===== config.mk =====
export PLATFORM = sky130hd
export DESIGN_NAME = virtual_irq_priority_controller_unit
export DESIGN_NICKNAME = d
export VERILOG_FILES = /design/src/rtl/vipc_pkg.sv /design/src/rtl/vipc_scan.sv /design/src/rtl/virtual_irq_priority_controller_unit.sv
export SDC_FILE = /design/constraint.sdc
export NUM_CORES = 2
export LEC_CHECK = 0
export BUFFER_PORTS_ARGS = -buffer_cell sky130_fd_sc_hd__buf_2
export CAP_MARGIN = 0
export CORE_MARGIN = 5
export CORE_UTILIZATION = 50
export DETAILED_ROUTE_END_ITERATION = 8
export HOLD_SLACK_MARGIN = 0.12
export PLACE_DENSITY = 0.69
export SLEW_MARGIN = 20
export SYNTH_ARGS = -nofsm -noshare
export SYNTH_HDL_FRONTEND = slang
export SYNTH_HIERARCHICAL = 1
export SYNTH_SLANG_ARGS = --single-unit
export TNS_END_PERCENT = 1

===== constraint.sdc =====
create_clock -name clk_i -period 8.2 [get_ports clk_i]
set_clock_uncertainty 0.2 [all_clocks]
set_input_delay 1.23 -clock clk_i [delete_from_list [all_inputs] [get_ports clk_i]]
set_output_delay 1.23 -clock clk_i [all_outputs]
set_load 0.01 [all_outputs]

===== src/rtl/vipc_pkg.sv =====
// Types, codes and helpers of the virtual IRQ priority controller
package vipc_pkg;

  localparam int unsigned LINE_NUM_W = 5;
  localparam int unsigned WORD_W     = 64;
  localparam int unsigned NIBBLE_W   = 4;
  localparam int unsigned CFG_IDX_W  = 3;
  localparam int unsigned OP_W       = 3;
  localparam int unsigned ACT_W      = 2;

  // operation codes
  localparam logic [OP_W-1:0] OP_ASSERT   = 3'd0;
  localparam logic [OP_W-1:0] OP_DEASSERT = 3'd1;
  localparam logic [OP_W-1:0] OP_CLEAR    = 3'd2;
  localparam logic [OP_W-1:0] OP_EXECUTE  = 3'd3;
  localparam logic [OP_W-1:0] OP_WAIT     = 3'd4;
  localparam logic [OP_W-1:0] OP_WAKE     = 3'd5;
  localparam logic [OP_W-1:0] OP_TIMEOUT  = 3'd6;

  // action codes
  localparam logic [ACT_W-1:0] ACT_NONE   = 2'd0;
  localparam logic [ACT_W-1:0] ACT_YIELD  = 2'd1;
  localparam logic [ACT_W-1:0] ACT_PAUSE  = 2'd2;
  localparam logic [ACT_W-1:0] ACT_RESUME = 2'd3;

  // configuration register indexes
  localparam logic [CFG_IDX_W-1:0] CFG_PRI_LO = 3'd0;
  localparam logic [CFG_IDX_W-1:0] CFG_PRI_HI = 3'd1;
  localparam logic [CFG_IDX_W-1:0] CFG_LINES  = 3'd2;
  localparam logic [CFG_IDX_W-1:0] CFG_YLIMIT = 3'd3;
  localparam logic [CFG_IDX_W-1:0] CFG_DWAIT  = 3'd4;

  localparam logic [7:0]        YLIMIT_RST = 8'd100;
  localparam logic [5:0]        LINES_RST  = 6'd32;
  localparam logic [WORD_W-1:0] DWAIT_RST  = 64'd1000000000;

  typedef struct packed {
    logic start;
    logic step;
  } scan_ctl_t;

  typedef struct packed {
    logic                  fin;
    logic                  have;
    logic [LINE_NUM_W-1:0] pick;
  } scan_sts_t;

  // nibble of a packed priority word
  function automatic logic [NIBBLE_W-1:0] get_nibble(input logic [WORD_W-1:0] word,
                                                     input logic [3:0] sel);
    get_nibble = word[sel*NIBBLE_W +: NIBBLE_W];
  endfunction

endpackage


===== src/rtl/vipc_scan.sv =====
// Iterative priority scan: one line vs the running best per cycle while stepped
module vipc_scan #(
  parameter int unsigned MAX_LINES     = 32,
  parameter int unsigned PRIORITY_BITS = 4
) (
  input  logic                    clk_i,
  input  logic                    rst_ni,
  input  vipc_pkg::scan_ctl_t     ctl_i,
  input  logic [5:0]              n_lines_i,
  input  logic [MAX_LINES-1:0]    asserted_i,
  input  logic [63:0]             pri_lo_i,
  input  logic [63:0]             pri_hi_i,
  output vipc_pkg::scan_sts_t     sts_o
);
  import vipc_pkg::*;

  localparam int unsigned LINE_W = (MAX_LINES > 1) ? $clog2(MAX_LINES) : 1;
  localparam int unsigned CNT_W  = $clog2(MAX_LINES + 1);

  logic [CNT_W-1:0]         idx_q, idx_d;
  logic [PRIORITY_BITS-1:0] best_q, best_d;
  logic [LINE_W-1:0]        pick_q, pick_d;
  logic                     have_q, have_d;

  logic                     fin;
  logic [LINE_NUM_W-1:0]    line5;
  logic [NIBBLE_W-1:0]      nib;
  logic [PRIORITY_BITS-1:0] prio;

  assign fin   = 6'(idx_q) >= n_lines_i;
  assign line5 = LINE_NUM_W'(idx_q);
  assign nib   = get_nibble(line5[4] ? pri_hi_i : pri_lo_i, line5[3:0]);
  assign prio  = nib[PRIORITY_BITS-1:0];

  always_comb begin
    idx_d  = idx_q;
    best_d = best_q;
    pick_d = pick_q;
    have_d = have_q;
    if (ctl_i.start) begin
      idx_d  = '0;
      best_d = '0;
      have_d = 1'b0;
    end else if (ctl_i.step && !fin) begin
      // strict compare keeps the lowest index on ties and skips priority zero
      if (asserted_i[idx_q[LINE_W-1:0]] && (prio > best_q)) begin
        best_d = prio;
        pick_d = idx_q[LINE_W-1:0];
        have_d = 1'b1;
      end
      idx_d = idx_q + CNT_W'(1);
    end
  end

  always_ff @(posedge clk_i or negedge rst_ni) begin
    if (!rst_ni) begin
      idx_q  <= '0;
      best_q <= '0;
      pick_q <= '0;
      have_q <= 1'b0;
    end else begin
      idx_q  <= idx_d;
      best_q <= best_d;
      pick_q <= pick_d;
      have_q <= have_d;
    end
  end

  assign sts_o.fin  = fin;
  assign sts_o.have = have_q;
  assign sts_o.pick = LINE_NUM_W'(pick_q);

endmodule


===== src/rtl/virtual_irq_priority_controller_unit.sv =====
// Virtual IRQ line table for one vCPU: sequencer, line state, reason memory and result register
//
// One operation word is taken at a time; in_stall_o stays high from acceptance until the
// result is loaded into the output register. Each word passes from S_DISP to S_OUT, where
// the result is loaded. An execute scans the active lines through a shared priority
// comparator at one line per cycle in S_SCAN, then takes the picked line's reason in
// S_PICK; S_PICK is skipped when no line is found. A deassert or clear of a line in range
// takes its reason from the memory in S_RDRSN before S_OUT; every other operation, an
// execute with nothing to do included, goes from S_DISP to S_OUT. The next word can be taken the
// cycle after the load. A held result does not block the next word, but a new result waits
// while the output is stalled. Line reasons live in a single-port registered-read memory;
// per-line valid bits make unwritten entries read as zero, so no clearing pass follows reset.
// Configuration writes are always ready and must only be issued while the block is idle.
module virtual_irq_priority_controller_unit #(
  parameter int unsigned MAX_LINES     = 32,
  parameter int unsigned PRIORITY_BITS = 4
) (
  input  logic                           clk_i,
  input  logic                           rst_ni,
  // operation channel
  input  logic                           in_valid_i,
  output logic                           in_stall_o,
  input  logic [vipc_pkg::OP_W-1:0]      operation_i,
  input  logic [vipc_pkg::LINE_NUM_W-1:0] line_number_i,
  input  logic [63:0]                    cause_word_i,
  input  logic                           hook_ok_i,
  input  logic                           interruptible_i,
  input  logic                           platform_pending_i,
  input  logic [63:0]                    wait_ns_i,
  // result channel
  output logic                           out_valid_o,
  input  logic                           out_stall_i,
  output logic                           done_res_o,
  output logic                           found_o,
  output logic [vipc_pkg::LINE_NUM_W-1:0] selected_line_o,
  output logic [63:0]                    line_cause_o,
  output logic [vipc_pkg::ACT_W-1:0]     action_o,
  output logic [63:0]                    timer_ns_o,
  output logic                           waiting_o,
  // configuration write channel
  input  logic                           cfg_valid_i,
  output logic                           cfg_ready_o,
  input  logic [vipc_pkg::CFG_IDX_W-1:0] cfg_index_i,
  input  logic [63:0]                    cfg_data_i
);
  import vipc_pkg::*;

  localparam int unsigned LINE_W = (MAX_LINES > 1) ? $clog2(MAX_LINES) : 1;
  localparam int unsigned CNT_W  = $clog2(MAX_LINES + 1);
  localparam logic [5:0]       MAX_L6  = 6'(MAX_LINES);
  localparam logic [CNT_W-1:0] MAX_CNT = CNT_W'(MAX_LINES);

  localparam logic [2:0] S_IDLE  = 3'd0;
  localparam logic [2:0] S_DISP  = 3'd1;
  localparam logic [2:0] S_SCAN  = 3'd2;
  localparam logic [2:0] S_RDRSN = 3'd3;
  localparam logic [2:0] S_PICK  = 3'd4;
  localparam logic [2:0] S_OUT   = 3'd5;

  logic [2:0] state_q, state_d;

  // configuration
  logic [63:0] pri_lo_q, pri_lo_d, pri_hi_q, pri_hi_d, dwait_q, dwait_d;
  logic [5:0]  lines_q, lines_d;
  logic [7:0]  ylim_q, ylim_d;

  // latched operation word
  logic [OP_W-1:0]       op_q;
  logic [LINE_NUM_W-1:0] line_q;
  logic [63:0]           cause_q, wns_q;
  logic                  hook_q, intr_q, plat_q;

  // line and vCPU state
  logic [MAX_LINES-1:0] asrt_q, asrt_d;
  logic [MAX_LINES-1:0] rvld_q, rvld_d;
  logic [CNT_W-1:0]     pend_q, pend_d;
  logic [7:0]           yield_q, yield_d;
  logic                 wait_q, wait_d;

  // staged result
  logic                  r_done_q, r_done_d, r_found_q, r_found_d;
  logic [LINE_NUM_W-1:0] r_sel_q, r_sel_d;
  logic [63:0]           r_lc_q, r_lc_d, r_tmr_q, r_tmr_d;
  logic [ACT_W-1:0]      r_act_q, r_act_d;

  // output register
  logic                  out_vld_q, out_vld_d;
  logic                  o_done_q, o_found_q, o_wait_q;
  logic [LINE_NUM_W-1:0] o_sel_q;
  logic [63:0]           o_lc_q, o_tmr_q;
  logic [ACT_W-1:0]      o_act_q;

  // reason memory
  logic [63:0]       rsn_mem [MAX_LINES];
  logic [63:0]       mem_rdata_q;
  logic              mem_we, mem_re;
  logic [LINE_W-1:0] mem_raddr;
  logic              rd_vld_q, rd_vld_d;

  logic [5:0]        active;
  logic              in_range, in_acc, out_load;
  logic [LINE_W-1:0] lidx, pidx;
  logic [63:0]       rd_word;

  scan_ctl_t scan_ctl;
  scan_sts_t scan_sts;

  assign active   = (lines_q > MAX_L6) ? MAX_L6 : lines_q;
  assign in_range = {1'b0, line_q} < active;
  assign lidx     = line_q[LINE_W-1:0];
  assign pidx     = scan_sts.pick[LINE_W-1:0];
  assign in_acc   = in_valid_i && !in_stall_o;
  assign out_load = (state_q == S_OUT) && (!out_vld_q || !out_stall_i);
  assign rd_word  = rd_vld_q ? mem_rdata_q : '0;

  vipc_scan #(
    .MAX_LINES    (MAX_LINES),
    .PRIORITY_BITS(PRIORITY_BITS)
  ) u_scan (
    .clk_i     (clk_i),
    .rst_ni    (rst_ni),
    .ctl_i     (scan_ctl),
    .n_lines_i (active),
    .asserted_i(asrt_q),
    .pri_lo_i  (pri_lo_q),
    .pri_hi_i  (pri_hi_q),
    .sts_o     (scan_sts)
  );

  // configuration writes
  always_comb begin
    pri_lo_d = pri_lo_q;
    pri_hi_d = pri_hi_q;
    lines_d  = lines_q;
    ylim_d   = ylim_q;
    dwait_d  = dwait_q;
    if (cfg_valid_i && cfg_ready_o) begin
      case (cfg_index_i)
        CFG_PRI_LO: pri_lo_d = cfg_data_i;
        CFG_PRI_HI: pri_hi_d = cfg_data_i;
        CFG_LINES:  lines_d  = cfg_data_i[5:0];
        CFG_YLIMIT: ylim_d   = cfg_data_i[7:0];
        CFG_DWAIT:  dwait_d  = cfg_data_i;
        default: ;
      endcase
    end
  end

  // sequencer
  always_comb begin
    state_d   = state_q;
    asrt_d    = asrt_q;
    rvld_d    = rvld_q;
    pend_d    = pend_q;
    yield_d   = yield_q;
    wait_d    = wait_q;
    r_done_d  = r_done_q;
    r_found_d = r_found_q;
    r_sel_d   = r_sel_q;
    r_lc_d    = r_lc_q;
    r_act_d   = r_act_q;
    r_tmr_d   = r_tmr_q;
    scan_ctl  = '0;
    mem_we    = 1'b0;
    mem_re    = 1'b0;
    mem_raddr = lidx;
    rd_vld_d  = rd_vld_q;

    case (state_q)
      S_IDLE: begin
        if (in_acc) state_d = S_DISP;
      end

      S_DISP: begin
        r_done_d  = 1'b0;
        r_found_d = 1'b0;
        r_sel_d   = '0;
        r_lc_d    = '0;
        r_act_d   = ACT_NONE;
        r_tmr_d   = '0;
        state_d   = S_OUT;
        case (op_q)
          OP_ASSERT: begin
            r_sel_d = line_q;
            if (intr_q && in_range && !asrt_q[lidx] && hook_q) begin
              asrt_d[lidx] = 1'b1;
              rvld_d[lidx] = 1'b1;
              mem_we       = 1'b1;
              if (pend_q < MAX_CNT) pend_d = pend_q + CNT_W'(1);
              r_lc_d   = cause_q;
              r_done_d = 1'b1;
              yield_d  = '0;
              if (wait_q) begin
                wait_d  = 1'b0;
                r_act_d = ACT_RESUME;
              end
            end
          end
          OP_DEASSERT, OP_CLEAR: begin
            r_sel_d = line_q;
            if (in_range) begin
              mem_re   = 1'b1;
              rd_vld_d = rvld_q[lidx];
              state_d  = S_RDRSN;
            end
          end
          OP_EXECUTE: begin
            if (intr_q && (pend_q != '0)) begin
              pend_d         = pend_q - CNT_W'(1);
              scan_ctl.start = 1'b1;
              state_d        = S_SCAN;
            end
          end
          OP_WAIT: begin
            if ((pend_q != '0) || plat_q) begin
              yield_d  = '0;
              r_done_d = 1'b1;
            end else if (yield_q < ylim_q) begin
              yield_d  = yield_q + 8'd1;
              r_act_d  = ACT_YIELD;
              r_done_d = 1'b1;
            end else if (!wait_q) begin
              wait_d   = 1'b1;
              r_act_d  = ACT_PAUSE;
              r_tmr_d  = (wns_q != '0) ? wns_q : dwait_q;
              r_done_d = 1'b1;
            end
          end
          OP_WAKE, OP_TIMEOUT: begin
            if (op_q == OP_WAKE) yield_d = '0;
            if (wait_q) begin
              wait_d   = 1'b0;
              r_act_d  = ACT_RESUME;
              r_done_d = 1'b1;
            end
          end
          default: ;
        endcase
      end

      S_SCAN: begin
        if (!scan_sts.fin) begin
          scan_ctl.step = 1'b1;
        end else if (scan_sts.have) begin
          mem_re    = 1'b1;
          mem_raddr = pidx;
          rd_vld_d  = rvld_q[pidx];
          state_d   = S_PICK;
        end else begin
          state_d = S_OUT;
        end
      end

      S_RDRSN: begin
        r_lc_d       = rd_word;
        r_done_d     = 1'b1;
        asrt_d[lidx] = 1'b0;
        rvld_d[lidx] = 1'b0;  // reason reads as zero from now on
        state_d      = S_OUT;
      end

      S_PICK: begin
        r_done_d  = 1'b1;
        r_found_d = 1'b1;
        r_sel_d   = scan_sts.pick;
        r_lc_d    = rd_word;
        if (hook_q) begin
          asrt_d[pidx] = 1'b0;
        end else if (pend_q < MAX_CNT) begin
          pend_d = pend_q + CNT_W'(1);  // refused: give the execute back
        end
        state_d = S_OUT;
      end

      S_OUT: begin
        if (out_load) state_d = S_IDLE;
      end

      default: state_d = S_IDLE;
    endcase
  end

  always_comb begin
    out_vld_d = out_vld_q;
    if (out_load) out_vld_d = 1'b1;
    else if (!out_stall_i) out_vld_d = 1'b0;
  end

  always_ff @(posedge clk_i or negedge rst_ni) begin
    if (!rst_ni) begin
      state_q   <= S_IDLE;
      pri_lo_q  <= '0;
      pri_hi_q  <= '0;
      lines_q   <= LINES_RST;
      ylim_q    <= YLIMIT_RST;
      dwait_q   <= DWAIT_RST;
      asrt_q    <= '0;
      rvld_q    <= '0;
      pend_q    <= '0;
      yield_q   <= '0;
      wait_q    <= 1'b0;
      out_vld_q <= 1'b0;
      rd_vld_q  <= 1'b0;
    end else begin
      state_q   <= state_d;
      pri_lo_q  <= pri_lo_d;
      pri_hi_q  <= pri_hi_d;
      lines_q   <= lines_d;
      ylim_q    <= ylim_d;
      dwait_q   <= dwait_d;
      asrt_q    <= asrt_d;
      rvld_q    <= rvld_d;
      pend_q    <= pend_d;
      yield_q   <= yield_d;
      wait_q    <= wait_d;
      out_vld_q <= out_vld_d;
      rd_vld_q  <= rd_vld_d;
    end
  end

  // payload registers
  always_ff @(posedge clk_i) begin
    if (in_acc) begin
      op_q    <= operation_i;
      line_q  <= line_number_i;
      cause_q <= cause_word_i;
      hook_q  <= hook_ok_i;
      intr_q  <= interruptible_i;
      plat_q  <= platform_pending_i;
      wns_q   <= wait_ns_i;
    end
    r_done_q  <= r_done_d;
    r_found_q <= r_found_d;
    r_sel_q   <= r_sel_d;
    r_lc_q    <= r_lc_d;
    r_act_q   <= r_act_d;
    r_tmr_q   <= r_tmr_d;
    if (out_load) begin
      o_done_q  <= r_done_q;
      o_found_q <= r_found_q;
      o_sel_q   <= r_sel_q;
      o_lc_q    <= r_lc_q;
      o_act_q   <= r_act_q;
      o_tmr_q   <= r_tmr_q;
      o_wait_q  <= wait_q;
    end
  end

  // reason memory, registered read
  always_ff @(posedge clk_i) begin
    if (mem_we) rsn_mem[lidx] <= cause_q;
    if (mem_re) mem_rdata_q <= rsn_mem[mem_raddr];
  end

  assign in_stall_o      = (state_q != S_IDLE);
  assign cfg_ready_o     = 1'b1;
  assign out_valid_o     = out_vld_q;
  assign done_res_o      = o_done_q;
  assign found_o         = o_found_q;
  assign selected_line_o = o_sel_q;
  assign line_cause_o    = o_lc_q;
  assign action_o        = o_act_q;
  assign timer_ns_o      = o_tmr_q;
  assign waiting_o       = o_wait_q;

endmodule


==> Yosys cells after proc, flatten, opt, wreduce, memory -nomap -nowiden <==
Memories as Yosys holds them, arrays and structs flattened. A register that Yosys moved wholly into a read port is not among the register bits.
Cells that the tools add are included.
{ "word_totals": {"ff_bits": 720, "mem_bits_rw": 2048, "in_bits": 211, "out_inout_bits": 141, "wordCells": 244, "memories": 1} }
{ "memory_table": {"columns": ["name", "words", "word_bits", "read_ports", "rd_clocked_by_memory_dff", "write_ports", "line_no", "source"], "rows": [
  ["rsn_mem", 32, 64, 1, 1, 1, "virtual_irq_priority_controller_unit.sv:94", "logic [63:0] rsn_mem [MAX_LINES];"]
]} }
{ "op_classes": {"addsub": 4, "n_lt_le_gt_ge": 11, "eq_ne": 34, "shift": 1, "n_mux": 97, "bitwise_logic": 9, "n_reduce_logical": 50} }
{ "ops": {"columns": ["op", "count"], "rows": [
  ["$mux 64", 5],
  ["$mux 32", 5],
  ["$pmux 64 s2", 1],
  ["$and 32x32->32", 3],
  ["$pmux 32 s3", 1],
  ["$not 32->32", 2],
  ["$or 32x32->32", 2],
  ["$pmux 32 s2", 1],
  ["$reduce_bool 64->1", 1],
  ["$shiftx 64x7->4", 1],
  ["$mux 6", 7],
  ["$mux 1", 37],
  ["$mux 8", 4],
  ["$pmux 6 s2", 2],
  ["$pmux 8 s3", 1],
  ["$bmux 1 s5", 4],
  ["$mux 5", 4],
  ["$ne 2x2->1 const B", 10],
  ["$reduce_and 5->1", 4],
  ["$eq 3x2->1 const B", 6],
  ["$eq 3x3->1 const B", 6],
  ["$lt 5x6->1 const B", 3],
  ["$mux 3", 5],
  ["$pmux 3 s5", 1],
  ["other kinds (36)", 90]
]} }

==> Logic depth before layout (Yosys ltp) <==
{ "logic_depth": {"word_depth": 11, "mapped_depth": 24, "ltp_nobuf": 15} }

==> Cells and area by module <==
The synthesis kept the hierarchy.
{ "by_module_without_submodules": {"columns": ["module", "instances", "cells_each", "area_each_um2", "seq_area_each_um2"], "rows": [
  ["virtual_irq_priority_controller_unit", 1, 7315, 111486.9, 83131.0],
  ["vipc_scan", 1, 253, 2429.8, 400.4]
]} }

==> Worst setup path after synthesis <==
Ideal clock, no wire load.
{ "synth_path": {"path_type": "input-to-reg", "start": "input port out_stall_i", "end": "register o_act_q[0], in the netlist action_o[0], enable pin", "setup_ns": 0.681, "t_arrival_ns": 7.889, "path_slack_ns": -0.570, "cell_stages": 1, "n_path_buf": 0, "path_cell_list": "a21oi_1"} }
{ "synth_via": {"elab_chain_cells": 3} }
{ "synth_rtl": {"columns": ["item", "line_no", "source"], "rows": [
  ["start: declaration", "virtual_irq_priority_controller_unit.sv:32", "input logic out_stall_i,"],
  ["$logic_not 1->1", null, null],
  ["$logic_or 1x1->1", "virtual_irq_priority_controller_unit.sv:113", "assign out_load = (state_q == S_OUT) && (!out_vld_q || !out_stall_i);"],
  ["$logic_and 1x1->1", "virtual_irq_priority_controller_unit.sv:113", null],
  ["end signal: assignment", "virtual_irq_priority_controller_unit.sv:343", "o_act_q <= r_act_q;"],
  ["end: declaration", "virtual_irq_priority_controller_unit.sv:91", "logic [ACT_W-1:0] o_act_q;"]
]} }
Every way passes these cells.
A chain may end at the register's enable or synchronous reset.

==> reports/metrics.cfg <==
[outcome]
status = finished clean

[place]
port_buffers = 350
hpwl_um = 182000
placed_area_sq_mm = 0.119
place_ws_ps = 1620
gp_congestion = 0.844

[timing]
hold_violations = 0
slew_headroom_pct = 19.9
worst_pin_slew_ps = 1200
rsz0062_at_grt = false
setup_violations = 0
holdWs_ps = 177
tns_ps = 0
setup_ws_ps = 1400
max_freq_ghz = 0.147
slew_violations = 0
period_share_pct = 82.9
period_minus_slack_ps = 6800

[clock_tree]
cts.reportedPaths.clkPinSlew_ps = 60
cts_buffer_depth = 4
clkLatencyLatePin_ps = 930
cts_tree = done
cts_setup_buffers = 0
cts-root-buf = clkbuf_16
cts_buffers = 309
cts_sinks = 2832
h-tree-depth = 5

[detailed_routing]
vias = 72200
drcViolationCount = 0
ant_nets = 0
wl_per_cell_um = 29.9
drt_wl_total_um = 333000
via_per_inst = 6.49
first_pass_iters = 8
drt-initial-drc-count = 10200

[setup_path]
start_kind = flop
crit_type = flop to flop
r2r_start = u_scan/idx_q[0]
r2r_setup_slack_ps = 1400
required_ps = 8670
rr_worst_depth = 15
cp_max_fo = 97
worst_setup_path_end_kind = flop
rr_endpoint = mem_rdata_q[51]
arrival_ps = 7270

[yosys]
yosysTopAreaCellShare_pct = 66.6
synthSimpleGateAreaFrac_pct = 6.89
synth-xor-area-share_pct = 0.0769
synth.distinct_cells = 85
synthCells = 7568
synth_top_family_by_area = compound AO/OA/AOI/OAI gates
syn-cell-area_sq_mm = 0.114
syn-num-nets = 7804
synthAdderAreaFrac_pct = 0.275
avgSynthCellArea_sq_um = 15.1
synth_area_leaders = edfxtp_1, dfrtp_1, mux2_2
ys_top_cells_by_count = edfxtp_1, nand2_1, a21oi_1, mux2_2, clkbuf_1
synth_compound_area_share_pct = 9.98
synth_top_flop_cell = edfxtp_1
synth_seq_cells = 2832
synth_most_common_cell = edfxtp_1
synth_async_sr_flop_share_pct = 10.8
synth-edff-count = 2526
ys_warn_count = 6
synthMuxAreaShare_pct = 7.24
synth_seq_area_share_pct = 73.3
synth_area_leader_cell = edfxtp_1

[global_route]
grt_use_total_pct = 27.3
grt_first_pass_wirelength_um = 480000
grt_pass1_vias = 71400
grt_overflow = 0
antenna_found_initial = 16
grt_max_degree = 177

[finish]
finalInstanceArea_sq_mm = 0.129
n_fill_cell = 17300
nNetsFinal = 8120
final_util_pct = 56.9
syn_to_final_growth_pct = 13.4
drive_above_1_share_pct = 19.0

[job]
maxCapViolCount = 0

[floorplan]
fp-row-count = 175
start_util_pct = 50.2
dieArea_sq_mm = 0.237
core_sq_mm = 0.227
die_h_um = 487
io_pins = 352
die_x_um = 487

[min_path]
hp-start = r_lc_q[18]
whs_endpoint = line_cause_o[18]
worstHoldPathType = flop to flop
hold_path_depth = 0

[power_and_ir_drop]
p_per_area_mw_per_mm2 = 280
peakVddDrop_mv = 0.185
total_leakage_power_nw = 44.2

## final cells by class
| type | instances | area, sq um | share of cell area, % |
|---|---|---|---|
| flip-flops and latches | 2832 | 83500 | 64.7 |
| multi-input cells | 4133 | 28400 | 22.0 |
| clock buffers | 405 | 8360 | 6.47 |
| well taps | 3009 | 3760 | 2.91 |
| repair buffers | 559 | 3710 | 2.87 |
| clock inverters | 128 | 1190 | 0.918 |
| inverters | 49 | 199 | 0.154 |
| diodes | 9 | 22.5 | 0.0174 |
## routing by layer
layer / track usage (%) / routed length, um / part of all wire [%]
met3: 5.94 / 36600 / 11
met2: 42.8 / 153000 / 46
met1: 36.8 / 126000 / 38
met4: 12.3 / 16100 / 4.8
met5: 0 / 88 / 0.026
## cell usage in the layout (no fill, tap or decap), types with 25 or more instances in the layout
cell and count:
a31oi_1 42, mux2i_1 247, nand2b_1 131, nor4_1 79, clkbuf_1 76, nand2_1 814, clkbuf_16 315, a21oi_1 626
a222oi_1 40, mux2_2 400, a32oi_1 61, dfrtp_1 286, clkinv_1 44, mux4_2 43, a221oi_1 58, ha_1 25
o21ai_0 236, nand3_1 294, nor2_1 161, a41o_1 36, o32a_1 36, a311oi_1 105, inv_1 46, a2111oi_0 44
and3_1 42, edfxtp_1 2526, clkinv_2 44, o21a_1 25, a211oi_1 106, buf_4 171, o22ai_1 69, buf_2 349
a22o_1 103
## worst max-delay path by stage
stage	start	endpoint	slack (ps)	cells past startpoint
floorplan	state_q[1]	rsn_mem[12][0]	-90	8
global placement	u_scan/idx_q[0]	mem_rdata_q[23]	1670	15
detailed placement	u_scan/idx_q[0]	mem_rdata_q[51]	1620	15
CTS	u_scan/idx_q[0]	mem_rdata_q[51]	1590	15
global route	u_scan/idx_q[0]	mem_rdata_q[28]	1320	15
finish	u_scan/idx_q[0]	mem_rdata_q[51]	1400	15
## cell families after synthesis
family | after synthesis
flops | 2832
compound gates | 1700
simple gates | 1689
mux | 708
buf+inv | 603
fa+ha+maj | 25
xor+xnor | 10
other cells | 1
## report_power, final
part	internal, mW	switching, mW
Clock	7.79	5.53
Combinational	1.54	3.19
Sequential	17.4	0.790
## sequential cells by signal, indices dropped and copies added, names as in the netlist, 8 cells and up, named ones only
name,flops
pri_lo_q,64
timer_ns_o,64
rsn_mem,2048
r_lc_q,64
wns_q,64
dwait_q,64
asrt_q,32
pri_hi_q,64
ylim_q,8
cause_q,64
line_cause_o,64
yield_q,8
mem_rdata_q,64
r_tmr_q,64
## repair_timing
item                                    4_1_cts  5_1_grt
resized for setup                             0        0
endpoints found under the setup margin        0        0
endpoints found under the hold margin        55        0
hold buffers                                  1        0
## metrics by stage
stage	total power, mW	cells
after global placement	23.0	10600
after global routing	37.4	11100
after CTS	36.3	11100
final	36.2	11100
after floorplan	21.1	7568
after detailed placement	23.1	10600
## critical path, cell delays in order, from the launching register on
cell and delay [ps]:
dfrtp_4 780, inv_1 190, ha_1 310, nand2b_1 100, a21o_1 160, a221oi_4 110, inv_1 330, nand2_4 430
o21ai_4 260, buf_4 580, nand2_8 670, nor2_4 920, buf_4 560, a32oi_1 200, a41o_1 260, o32a_1 290
Power figures use the tool's default switching activity.
